**config.mk**
```make
export PLATFORM = sky130hd
export DESIGN_NAME = indexed_list_engine
export DESIGN_NICKNAME = d
export VERILOG_FILES = /design/src/rtl/core/ile_pkg.sv /design/src/rtl/core/ile_ctrl.sv /design/src/rtl/core/ile_datapath.sv /design/src/rtl/core/indexed_list_engine.sv
export SDC_FILE = /design/constraint.sdc
export NUM_CORES = 2
export LEC_CHECK = 0
export ABC_AREA = 1
export ABC_CLOCK_PERIOD_IN_PS = 6200
export BUFFER_PORTS_ARGS = -buffer_cell sky130_fd_sc_hd__buf_2
export CAP_MARGIN = 20
export CORE_UTILIZATION = 53
export DETAILED_ROUTE_END_ITERATION = 16
export PLACE_DENSITY = 0.71
export SLEW_MARGIN = 20
export SYNTH_ARGS = -nofsm -noshare
export SYNTH_HDL_FRONTEND = slang
export SYNTH_HIERARCHICAL = 1
export SYNTH_SLANG_ARGS = --single-unit
```
**constraint.sdc**
```tcl
create_clock -name i_clk -period 6.2 [get_ports i_clk]
set_input_delay 0.31 -clock i_clk [delete_from_list [all_inputs] [get_ports i_clk]]
set_output_delay 0.31 -clock i_clk [all_outputs]
set_load 0.03 [all_outputs]
```
**src/rtl/core/ile_pkg.sv**
```systemverilog
// Package for the indexed list engine: field widths, request codes, control structs.
`default_nettype none
package ile_pkg;

    localparam int MODE_W = 3;
    localparam int POS_W  = 7;
    localparam int VAL_W  = 32;
    localparam int LEN_W  = 7;

    // Request codes
    typedef enum logic [MODE_W-1:0] {
        MODE_READ   = 3'd0,
        MODE_HEAD   = 3'd1,
        MODE_TAIL   = 3'd2,
        MODE_INSERT = 3'd3,
        MODE_DELETE = 3'd4
    } t_mode;

    // Controller to datapath commands
    typedef struct packed {
        logic load;    // capture a new request
        logic step;    // one tick of the shift walk
        logic fetch;   // read the addressed entry
        logic fill;    // write the new value into its slot
        logic finish;  // commit length and publish the result
    } t_cmd;

    // Datapath to controller status
    typedef struct packed {
        logic new_ok;     // incoming request is in range, and for an insert the list is not full
        logic new_read;   // incoming request is a read
        logic ins;        // latched request is an insert
        logic walk_done;  // no shift reads left to issue
    } t_stat;

endpackage
`default_nettype wire

```
**src/rtl/core/ile_ctrl.sv**
```systemverilog
// Sequencer for the indexed list engine: one-hot state machine driving the datapath.
`default_nettype none
module ile_ctrl (
    input  wire logic          i_clk,
    input  wire logic          i_rst_n,
    input  wire logic          start,
    input  wire ile_pkg::t_stat i_stat,
    output ile_pkg::t_cmd      o_cmd,
    output logic               busy
);

    typedef enum logic [4:0] {
        S_IDLE  = 5'b00001,
        S_WALK  = 5'b00010,
        S_FILL  = 5'b00100,
        S_FETCH = 5'b01000,
        S_DONE  = 5'b10000
    } t_state;

    t_state r_state;
    t_state n_state;

    // Next state and commands
    always_comb begin
        n_state = r_state;
        o_cmd   = '0;
        case (r_state)
            S_IDLE: begin
                if (start) begin
                    o_cmd.load = 1'b1;
                    if (!i_stat.new_ok) begin
                        n_state = S_DONE;
                    end else if (i_stat.new_read) begin
                        n_state = S_FETCH;
                    end else begin
                        n_state = S_WALK;
                    end
                end
            end
            S_WALK: begin
                o_cmd.step = 1'b1;
                if (i_stat.walk_done) begin
                    n_state = i_stat.ins ? S_FILL : S_DONE;
                end
            end
            S_FILL: begin
                o_cmd.fill = 1'b1;
                n_state    = S_DONE;
            end
            S_FETCH: begin
                o_cmd.fetch = 1'b1;
                n_state     = S_DONE;
            end
            S_DONE: begin
                o_cmd.finish = 1'b1;
                n_state      = S_IDLE;
            end
            default: begin
                n_state = S_IDLE;
            end
        endcase
    end

    // State register
    always_ff @(posedge i_clk) begin
        if (!i_rst_n) begin
            r_state <= S_IDLE;
        end else begin
            r_state <= n_state;
        end
    end

    assign busy = (r_state != S_IDLE);

endmodule
`default_nettype wire

```
**src/rtl/core/ile_datapath.sv**
```systemverilog
// Datapath for the indexed list engine: element memory, shift walk, length and result registers.
`default_nettype none
module ile_datapath #(
    parameter int CAPACITY = 64
) (
    input  wire logic                        i_clk,
    input  wire logic                        i_rst_n,
    input  wire logic [ile_pkg::MODE_W-1:0]  i_mode,
    input  wire logic [ile_pkg::POS_W-1:0]   i_position,
    input  wire logic signed [ile_pkg::VAL_W-1:0] i_value,
    input  wire ile_pkg::t_cmd               i_cmd,
    output ile_pkg::t_stat                   o_stat,
    output logic signed [ile_pkg::VAL_W-1:0] o_read_value,
    output logic                             o_read_hit,
    output logic                             o_accepted,
    output logic [ile_pkg::LEN_W-1:0]        o_list_length,
    output logic                             o_valid
);

    localparam int AW = $clog2(CAPACITY);
    localparam int CW = $clog2(CAPACITY + 1);
    localparam int XW = (CW > ile_pkg::POS_W) ? CW : ile_pkg::POS_W;

    // Element store
    logic [ile_pkg::VAL_W-1:0] r_mem [CAPACITY];
    logic [ile_pkg::VAL_W-1:0] r_rd_data;

    // Request and walk registers
    logic [CW-1:0]             r_count;
    logic [CW-1:0]             r_left;
    logic                      r_wr_pend;
    logic                      r_ok;
    logic                      r_is_read;
    logic                      r_is_ins;
    logic [CW-1:0]             r_tpos;
    logic [ile_pkg::VAL_W-1:0] r_value;
    logic [AW-1:0]             r_rd_addr;
    logic [AW-1:0]             r_wr_addr;

    // Result registers
    logic                      r_valid;
    logic                      r_hit;
    logic                      r_acc;
    logic [ile_pkg::VAL_W-1:0] r_rvalue;

    // Decode of the incoming request
    logic [XW-1:0] pos_x;
    logic [XW-1:0] cnt_x;
    logic [XW-1:0] tpos_x;
    logic          full;
    logic          new_ok;
    logic          new_read;
    logic          new_ins;
    logic          new_del;
    logic [CW-1:0] n_tpos;
    logic [CW-1:0] n_left;
    logic [AW-1:0] n_rd_addr;
    logic [AW-1:0] n_wr_addr;

    always_comb begin
        pos_x    = XW'(i_position);
        cnt_x    = XW'(r_count);
        full     = (r_count == CW'(CAPACITY));
        new_ok   = 1'b0;
        new_read = 1'b0;
        new_ins  = 1'b0;
        new_del  = 1'b0;
        tpos_x   = pos_x;
        case (ile_pkg::t_mode'(i_mode))
            ile_pkg::MODE_READ: begin
                new_read = 1'b1;
                new_ok   = (pos_x < cnt_x);
            end
            ile_pkg::MODE_HEAD: begin
                new_ins = 1'b1;
                tpos_x  = '0;
                new_ok  = !full;
            end
            ile_pkg::MODE_TAIL: begin
                new_ins = 1'b1;
                tpos_x  = cnt_x;
                new_ok  = !full;
            end
            ile_pkg::MODE_INSERT: begin
                new_ins = 1'b1;
                new_ok  = !full && (pos_x <= cnt_x);
            end
            ile_pkg::MODE_DELETE: begin
                new_del = 1'b1;
                new_ok  = (pos_x < cnt_x);
            end
            default: begin
                new_ok = 1'b0;
            end
        endcase
        n_tpos = CW'(tpos_x);
        // insert walks down from the tail, delete walks up from the gap
        if (new_ok && new_ins) begin
            n_left    = r_count - n_tpos;
            n_rd_addr = AW'(r_count - CW'(1));
            n_wr_addr = AW'(r_count);
        end else if (new_ok && new_del) begin
            n_left    = r_count - n_tpos - CW'(1);
            n_rd_addr = AW'(n_tpos + CW'(1));
            n_wr_addr = AW'(n_tpos);
        end else begin
            n_left    = '0;
            n_rd_addr = '0;
            n_wr_addr = '0;
        end
    end

    // Memory port control: one read and one write per cycle
    logic                      issue;
    logic                      mem_re;
    logic                      mem_we;
    logic [AW-1:0]             ra;
    logic [AW-1:0]             wa;
    logic [ile_pkg::VAL_W-1:0] wd;

    assign issue  = i_cmd.step && (r_left != '0);
    assign mem_re = issue || i_cmd.fetch;
    assign mem_we = (i_cmd.step && r_wr_pend) || i_cmd.fill;
    assign ra     = i_cmd.fetch ? r_tpos[AW-1:0] : r_rd_addr;
    assign wa     = i_cmd.fill ? r_tpos[AW-1:0] : r_wr_addr;
    assign wd     = i_cmd.fill ? r_value : r_rd_data;

    always_ff @(posedge i_clk) begin
        if (mem_we) begin
            r_mem[wa] <= wd;
        end
        if (mem_re) begin
            r_rd_data <= r_mem[ra];
        end
    end

    // Control registers
    always_ff @(posedge i_clk) begin
        if (!i_rst_n) begin
            r_count   <= '0;
            r_left    <= '0;
            r_wr_pend <= 1'b0;
            r_valid   <= 1'b0;
        end else begin
            r_valid <= i_cmd.finish;
            if (i_cmd.load) begin
                r_left    <= n_left;
                r_wr_pend <= 1'b0;
            end else if (i_cmd.step) begin
                r_wr_pend <= issue;
                if (issue) begin
                    r_left <= r_left - CW'(1);
                end
            end
            if (i_cmd.finish && r_ok) begin
                if (r_is_ins) begin
                    r_count <= r_count + CW'(1);
                end else if (!r_is_read) begin
                    r_count <= r_count - CW'(1);
                end
            end
        end
    end

    // Request capture, walk addresses and result payload
    always_ff @(posedge i_clk) begin
        if (i_cmd.load) begin
            r_ok      <= new_ok;
            r_is_read <= new_read;
            r_is_ins  <= new_ins;
            r_tpos    <= n_tpos;
            r_value   <= i_value;
            r_rd_addr <= n_rd_addr;
            r_wr_addr <= n_wr_addr;
        end
        if (issue) begin
            r_rd_addr <= r_is_ins ? (r_rd_addr - AW'(1)) : (r_rd_addr + AW'(1));
        end
        if (i_cmd.step && r_wr_pend) begin
            r_wr_addr <= r_is_ins ? (r_wr_addr - AW'(1)) : (r_wr_addr + AW'(1));
        end
        if (i_cmd.finish) begin
            r_hit    <= r_is_read && r_ok;
            r_acc    <= r_ok;
            r_rvalue <= (r_is_read && r_ok) ? r_rd_data : '1;
        end
    end

    assign o_stat.new_ok    = new_ok;
    assign o_stat.new_read  = new_read;
    assign o_stat.ins       = r_is_ins;
    assign o_stat.walk_done = (r_left == '0);

    assign o_valid       = r_valid;
    assign o_read_hit    = r_hit;
    assign o_accepted    = r_acc;
    assign o_read_value  = r_rvalue;
    assign o_list_length = cnt_x[ile_pkg::LEN_W-1:0];

endmodule
`default_nettype wire

```
**src/rtl/core/indexed_list_engine.sv**
```systemverilog
// Top level of the indexed list engine: position-addressed list of signed 32-bit values.
//
// Requests come in on start/busy: a beat is taken at a clock edge with start high
// and busy low (i_mode, i_position, i_value). Every request gives exactly one
// result beat, shown for one cycle with o_valid: o_read_value, o_read_hit,
// o_accepted and o_list_length. The receiver cannot hold a result off.
// After the accepting edge, a read fetches the addressed entry; an insert shifts
// the entries from the position P up by one, walking down from the tail, then
// writes the new value into the gap; a delete shifts the entries above P down by
// one, walking up from the gap; a rejected or unknown request goes straight to
// the done state. Each then publishes its result with o_valid.
// busy is low again in the o_valid cycle, so the next request can be taken then;
// a new request is not taken while the last one is in flight. The time a request
// takes is set by the shift walk: one read and one write of the single element
// memory a cycle.
// Reset clears the length to zero; the memory is not cleared, and entries at or
// beyond the length are never read.
`default_nettype none
module indexed_list_engine #(
    parameter int CAPACITY = 64
) (
    input  wire logic                             i_clk,
    input  wire logic                             i_rst_n,
    input  wire logic                             start,
    output logic                                  busy,
    input  wire logic [ile_pkg::MODE_W-1:0]       i_mode,
    input  wire logic [ile_pkg::POS_W-1:0]        i_position,
    input  wire logic signed [ile_pkg::VAL_W-1:0] i_value,
    output logic                                  o_valid,
    output logic signed [ile_pkg::VAL_W-1:0]      o_read_value,
    output logic                                  o_read_hit,
    output logic                                  o_accepted,
    output logic [ile_pkg::LEN_W-1:0]             o_list_length
);

    ile_pkg::t_cmd  cmd;
    ile_pkg::t_stat stat;

    ile_ctrl u_ctrl (
        .i_clk   (i_clk),
        .i_rst_n (i_rst_n),
        .start   (start),
        .i_stat  (stat),
        .o_cmd   (cmd),
        .busy    (busy)
    );

    ile_datapath #(
        .CAPACITY (CAPACITY)
    ) u_dp (
        .i_clk         (i_clk),
        .i_rst_n       (i_rst_n),
        .i_mode        (i_mode),
        .i_position    (i_position),
        .i_value       (i_value),
        .i_cmd         (cmd),
        .o_stat        (stat),
        .o_read_value  (o_read_value),
        .o_read_hit    (o_read_hit),
        .o_accepted    (o_accepted),
        .o_list_length (o_list_length),
        .o_valid       (o_valid)
    );

endmodule
`default_nettype wire

```
======== Word level (Yosys, flattened, before mapping) ========
Memories as Yosys holds them, arrays and structs flattened. A register that Yosys moved wholly into a read port is not among the register bits.
Cells that the tools add are included.
W data, S select, Z words.
operators by class
  add/sub/neg operators ................... 10
  shifts and indexed selects .............. 0
  $lt $le $gt $ge ......................... 2
  multipliers ............................. 0
  div/mod/pow operators ................... 0
  reductions and logical operators ........ 24
  mux-type cells .......................... 39
  bitwise gates (word level) .............. 1
  equal/unequal tests ..................... 14
operators with widths
  cell                   count
  $mux W6                12
  $mux W7                7
  $mux W32               1
  $sub A7 B1 Y7 const B  3
  $mux W5                4
  $add A6 B1 Y6 const B  3
  $pmux W5 S3            1
  $pmux W7 S2            1
  $sub A6 B1 Y6 const B  2
  $mux W1                11
  $reduce_or A2 Y1       4
  $add A7 B1 Y7 const B  1
  $eq A7 B7 Y1 const B   1
  $le A7 B7 Y1           1
  $logic_and A1 B1 Y1    7
  $logic_not A7 Y1       1
  $lt A7 B7 Y1           1
  $reduce_bool A7 Y1     1
  $sub A7 B7 Y7          1
  $eq A3 B2 Y1 const B   2
  $ne A2 B2 Y1 const B   3
  $reduce_and A2 Y1      3
  $reduce_bool A2 Y1     3
  $eq A5 B1 Y1 const B   1
  other kinds (14)       15
word-level totals
  memories ................................ 1
  memory bits (read-only) ................. 0
  latch bits .............................. 0
  input bits .............................. 45
  bits in writable memories ............... 2048
  output and inout port bits .............. 43
  register bits after elaboration ......... 108
memory list
  memory      words  width  read ports  clocked after Yosys merged registers in  write ports  line                RTL
  u_dp.r_mem  64     32     1           1                                        1            ile_datapath.sv:25  logic [ile_pkg::VAL_W-1:0] r_mem [CAPACITY];

======== Depth between registers and ports, before layout ========
  depth after elaboration ................. 9
  mapped depth ............................ 19
  gate-level depth less buffers ........... 19

======== Hierarchy ========
Netlist, hierarchy kept.
modules (own cells, without submodules)
  module        area each (um^2)  seq. area each (um^2)  times used  cells each
  ile_datapath  86733.2           65392.7                1           6587
  ile_ctrl      339.1             100.1                  1           50

======== Worst setup path after synthesis ========
Ideal clock, no wire load.
  path type ............................... flip-flop to flip-flop
  start ................................... reg u_ctrl.r_state[2]
  end ..................................... mem u_dp/r_mem[32][0] (netlist name) (enable)
  clock period less this slack ............ 5411 ps
  stages on the path, launching flop included .. 11
  arrival time ............................ 4909 ps
  slack ................................... 789 ps
  required time ........................... 5698 ps
  library setup time ...................... 502 ps
  buffers on the path ..................... 1
  path through ............................ dfxtp_1 inv_1 nor4_1 clkbuf_1 inv_1 or2_2 o21ai_0 inv_1 nor2_1 nand3_1 nor4_1
RTL lines
  element                   line                RTL
  start: declaration        ile_ctrl.sv:20      t_state r_state;
  start signal: assignment  ile_ctrl.sv:69      r_state <= n_state;
  end: declaration          ile_datapath.sv:25

==> results.cfg <==
[clock_tree]
clk_pin_slew_worst_paths_ns = 0.06
cts_buffers = 209
htree_levels = 4
cts.path.max_buffers = 3
post_cts_resize_count = 0
cts.sinks = 2188
post-cts-setup-buffers = 0
clockRootBuffer = sky130_fd_sc_hd__clkbuf_16
insertion_delay_ns = 0.84
cts_tree = done
postCtsHoldBufs = 42

[setup_path]
rr_endpoint = u_dp/r_rd_data[16]
path_class = reg2reg
required_ns = 6.87
worstPathMaxFanout = 148
ff2ff_setup_slack_ns = 0.98
timing.rr.start = u_ctrl/r_state[3]
worst_setup_path_end_kind = register
r2r.worst_path.cells = 13
critical_path_arrival_ns = 5.89
critical_path.startpoint_type = register

[sta]
timing.final.crit_period_ns = 5.224
rsz0062_at_grt = no
final_count_of_negative_setup_slack_endpoints = 0
post-route-worst-setup-slack_ns = 0.9764
timing.final.hold_violations = 0
finalCritPeriodShare = 0.8425
timing_max_transition_violations_final = 0
finalClockSkew_ns = 0.03172
worstMarginPinSlew_ns = 1.225
clock.fmax_mhz = 191.4
worst_slew_margin_rel = 0.1744
fin_setup_tns_ns = 0

[drt]
route.detailed.drc = 0
routed_via_density = 6.471
vias = 58530
dr.first_iter.drc_count = 9508
drt-pass1-iter-count = 6
drt_wl_total_mm = 254.5
route.antenna.remaining_nets = 0
routedWlPerCell_um = 28.14

[placement]
place.detailed.hpwl_mm = 137.4
placement.io_buffers = 87
routabilityCongestion = 0.8801
numPlacedInstances = 8614
worst_setup_slack_before_clock_tree_synthesis_ns = 1.073

[min_path]
hold_path.class = in2reg
hold-path-endpoint = u_dp/r_tpos[1]
hp-start = i_position[1]
worst_hold_path.num_cells = 3

[global_routing]
grt_use_total = 0.3000
largest_net_degree_at_the_start_of_global_routing = 149
grt-ovfl-total = 0
grt_pass1_wl_mm = 367.6
via_count_of_the_first_global_routing_pass = 55460
number_of_antenna_violations_at_the_first_check_in_global_routing = 17

[yosys]
synth_edf_count = 2167
post-synth-top-count-cell = sky130_fd_sc_hd__edfxtp_1
synth_sequential_area_ratio = 0.7522
postSynthRegisterBits = 2188
syn-cell-area_sq_um = 87070
synth.net_count = 6709
synth_largest_type_area_fraction = 0.7473
ys_dominant_reg_cell = sky130_fd_sc_hd__edfxtp_1
synthDominantAreaCellType = sky130_fd_sc_hd__edfxtp_1
ys_async_sr_fraction = 0
yosysWarningCount = 6
post_synth.cell_area_avg_sq_um = 13.12
ys_top_cells_by_count = sky130_fd_sc_hd__edfxtp_1 (2167), sky130_fd_sc_hd__nor2_1 (1371), sky130_fd_sc_hd__o21ai_0 (1127)
netlist-cell-type-count = 52
synth.area.top_cells = sky130_fd_sc_hd__edfxtp_1 (75%), sky130_fd_sc_hd__o21ai_0 (6.5%), sky130_fd_sc_hd__nor2_1 (5.9%)
synth_cells = 6637

[power]
ir_drop_mv = 0.2796
internal-power_mw = 24.35
power.density_nw_per_um2 = 345.4
proportion_of_power_drawn_by_flip_flops_and_latches = 0.484
p_leak_nw = 31.08
clock_power_share = 0.358
p_sw_mw = 9.400
combPwrFrac = 0.158
switching_share = 0.2786
fin_total_pwr_mw = 33.75

[die]
floorplan.rows = 148
floorplan.die_area_sq_um = 165900
fp.dieH_um = 407.3
floorplan.core_area_sq_um = 163000
effective_utilization_at_floorplan = 0.5343
boundaryPins = 88
die_width_um = 407.3

[job]
timing.max_cap.violations = 0

[layout]
nFillCells = 12260
syn_to_final_growth_pct = 12.19
design.final.nets = 6768
final_layout_size_suffix_gt1_frac = 0.09747
final_core_util = 0.5995
final_cell_count_without_fillers = 9044

[run_status]
outcome = completed
-- metal layers --
layer	track usage	wire [um]	vias up
met3	0.06056	33210	671
met2	0.4554	115000	4180
met1	0.4119	92020	28690
met4	0.1576	14300	4
met5	0	17	-
li1	-	-	24980
-- logic make-up after synthesis --
kind of cell	synth area share
flops	0.7522
compound gates	0.1319
simple gates	0.07929
buf+inv	0.03065
fa+ha+maj	0.004052
xor+xnor	0.001811
mux	0.0001293
-- worst max-delay path: stages, from the launching register on --
cell	delay, ns
sky130_fd_sc_hd__dfxtp_1	0.46
sky130_fd_sc_hd__inv_1	0.12
sky130_fd_sc_hd__nor4_2	0.58
sky130_fd_sc_hd__inv_1	0.16
sky130_fd_sc_hd__nand2_1	0.20
sky130_fd_sc_hd__nand2_8	0.30
sky130_fd_sc_hd__inv_16	0.52
sky130_fd_sc_hd__buf_12	0.51
sky130_fd_sc_hd__o21ai_0	0.19
sky130_fd_sc_hd__o22ai_1	0.19
sky130_fd_sc_hd__nor2_1	0.10
sky130_fd_sc_hd__o221ai_1	0.71
sky130_fd_sc_hd__nand3_1	0.56
sky130_fd_sc_hd__nand2_1	0.18
-- stage by stage --
| stage | hold WS (ns) | cell area [sq um] |
|---|---|---|
| after floorplan | 0.3942 | 87070 |
| after global placement | 0.4669 | 90620 |
| after detailed placement | 0.4790 | 90780 |
| after CTS | 0.08705 | 97600 |
| after global routing | 0.1536 | 97680 |
| final | 0.1568 | 97690 |
-- sequential cells by signal (all words and copies together) (netlist names), 5 cells and up --
| register | cells |
|---|---|
| u_dp/r_wr_addr | 6 |
| u_dp/r_value | 32 |
| u_dp/r_tpos | 6 |
| u_ctrl/r_state | 5 |
| u_dp/r_mem | 2048 |
| u_dp/o_read_value | 32 |
| u_dp/r_left | 7 |
| u_dp/o_list_length | 7 |
| u_dp/r_rd_data | 32 |
| u_dp/r_rd_addr | 6 |
-- power by group through the flow --
stage | sequential, mW | combinational [mW] | clock (mW)
after CTS | 16.3 | 5.17 | 12.2
after floorplan | 16.7 | 3.25 | 0
after global placement | 16.7 | 5.04 | 0
final | 16.3 | 5.32 | 12.1
after global routing | 16.3 | 5.65 | 12.7
after detailed placement | 16.7 | 5.13 | 0
-- layout make-up --
cell class / count / area, sq um / share of cell area
Multi-Input combinational cell: 3854 / 19820 / 0.2029
Tap cell: 2175 / 2721 / 0.02786
Inverter: 132 / 531.8 / 0.005443
Clock inverter: 116 / 897.1 / 0.009183
Clock buffer: 263 / 5497 / 0.05626
Timing Repair Buffer: 311 / 2720 / 0.02784
Antenna cell: 5 / 12.51 / 0.0001281
Sequential cell: 2188 / 65490 / 0.6704
-- worst max path at each step --
stage                 startpoint                  to  cells past startpoint
2_1_floorplan  u_ctrl/r_state[2]   u_dp/r_mem[32][0]                     10
5_1_grt        u_ctrl/r_state[3]  u_dp/r_rd_data[11]                     13
3_5_place_dp   u_ctrl/r_state[3]  u_dp/r_rd_data[11]                     13
4_1_cts        u_ctrl/r_state[3]  u_dp/r_rd_data[11]                     13
6_report       u_ctrl/r_state[3]  u_dp/r_rd_data[16]                     13
3_3_place_gp   u_ctrl/r_state[3]  u_dp/r_rd_data[11]                     13
-- cells in the final DEF, fill, tap and decap left out, types with 6 or more instances in the layout --
master | Yosys | layout
sky130_fd_sc_hd__edfxtp_1 | 2167 | 2167
sky130_fd_sc_hd__nor2_1 | 1371 | 1314
sky130_fd_sc_hd__o21ai_0 | 1127 | 1093
sky130_fd_sc_hd__o22ai_1 | 504 | 504
sky130_fd_sc_hd__nand2_1 | 221 | 220
sky130_fd_sc_hd__o21ai_1 | 218 | 217
sky130_fd_sc_hd__clkbuf_16 | 0 | 212
sky130_fd_sc_hd__buf_4 | 43 | 144
sky130_fd_sc_hd__inv_1 | 123 | 121
sky130_fd_sc_hd__o221ai_1 | 120 | 120
sky130_fd_sc_hd__nand3_1 | 108 | 108
sky130_fd_sc_hd__buf_2 | 127 | 87
sky130_fd_sc_hd__clkinv_1 | 1 | 65
sky130_fd_sc_hd__nor2_4 | 2 | 59
sky130_fd_sc_hd__clkbuf_1 | 271 | 51
sky130_fd_sc_hd__dlygate4sd3_1 | 0 | 42
sky130_fd_sc_hd__o21ai_4 | 1 | 37
sky130_fd_sc_hd__a21oi_1 | 35 | 35
sky130_fd_sc_hd__buf_12 | 0 | 35
sky130_fd_sc_hd__ha_1 | 25 | 25
sky130_fd_sc_hd__clkinv_2 | 0 | 24
sky130_fd_sc_hd__o211ai_1 | 23 | 23
sky130_fd_sc_hd__dfxtp_1 | 21 | 21
sky130_fd_sc_hd__nand4_1 | 15 | 15
sky130_fd_sc_hd__xor2_1 | 15 | 15
sky130_fd_sc_hd__bufinv_16 | 0 | 11
sky130_fd_sc_hd__nor4_2 | 0 | 9
sky130_fd_sc_hd__or2_2 | 8 | 8
sky130_fd_sc_hd__inv_6 | 0 | 6
sky130_fd_sc_hd__inv_2 | 7 | 6
Note: power is estimated with default switching activity, not from simulation.
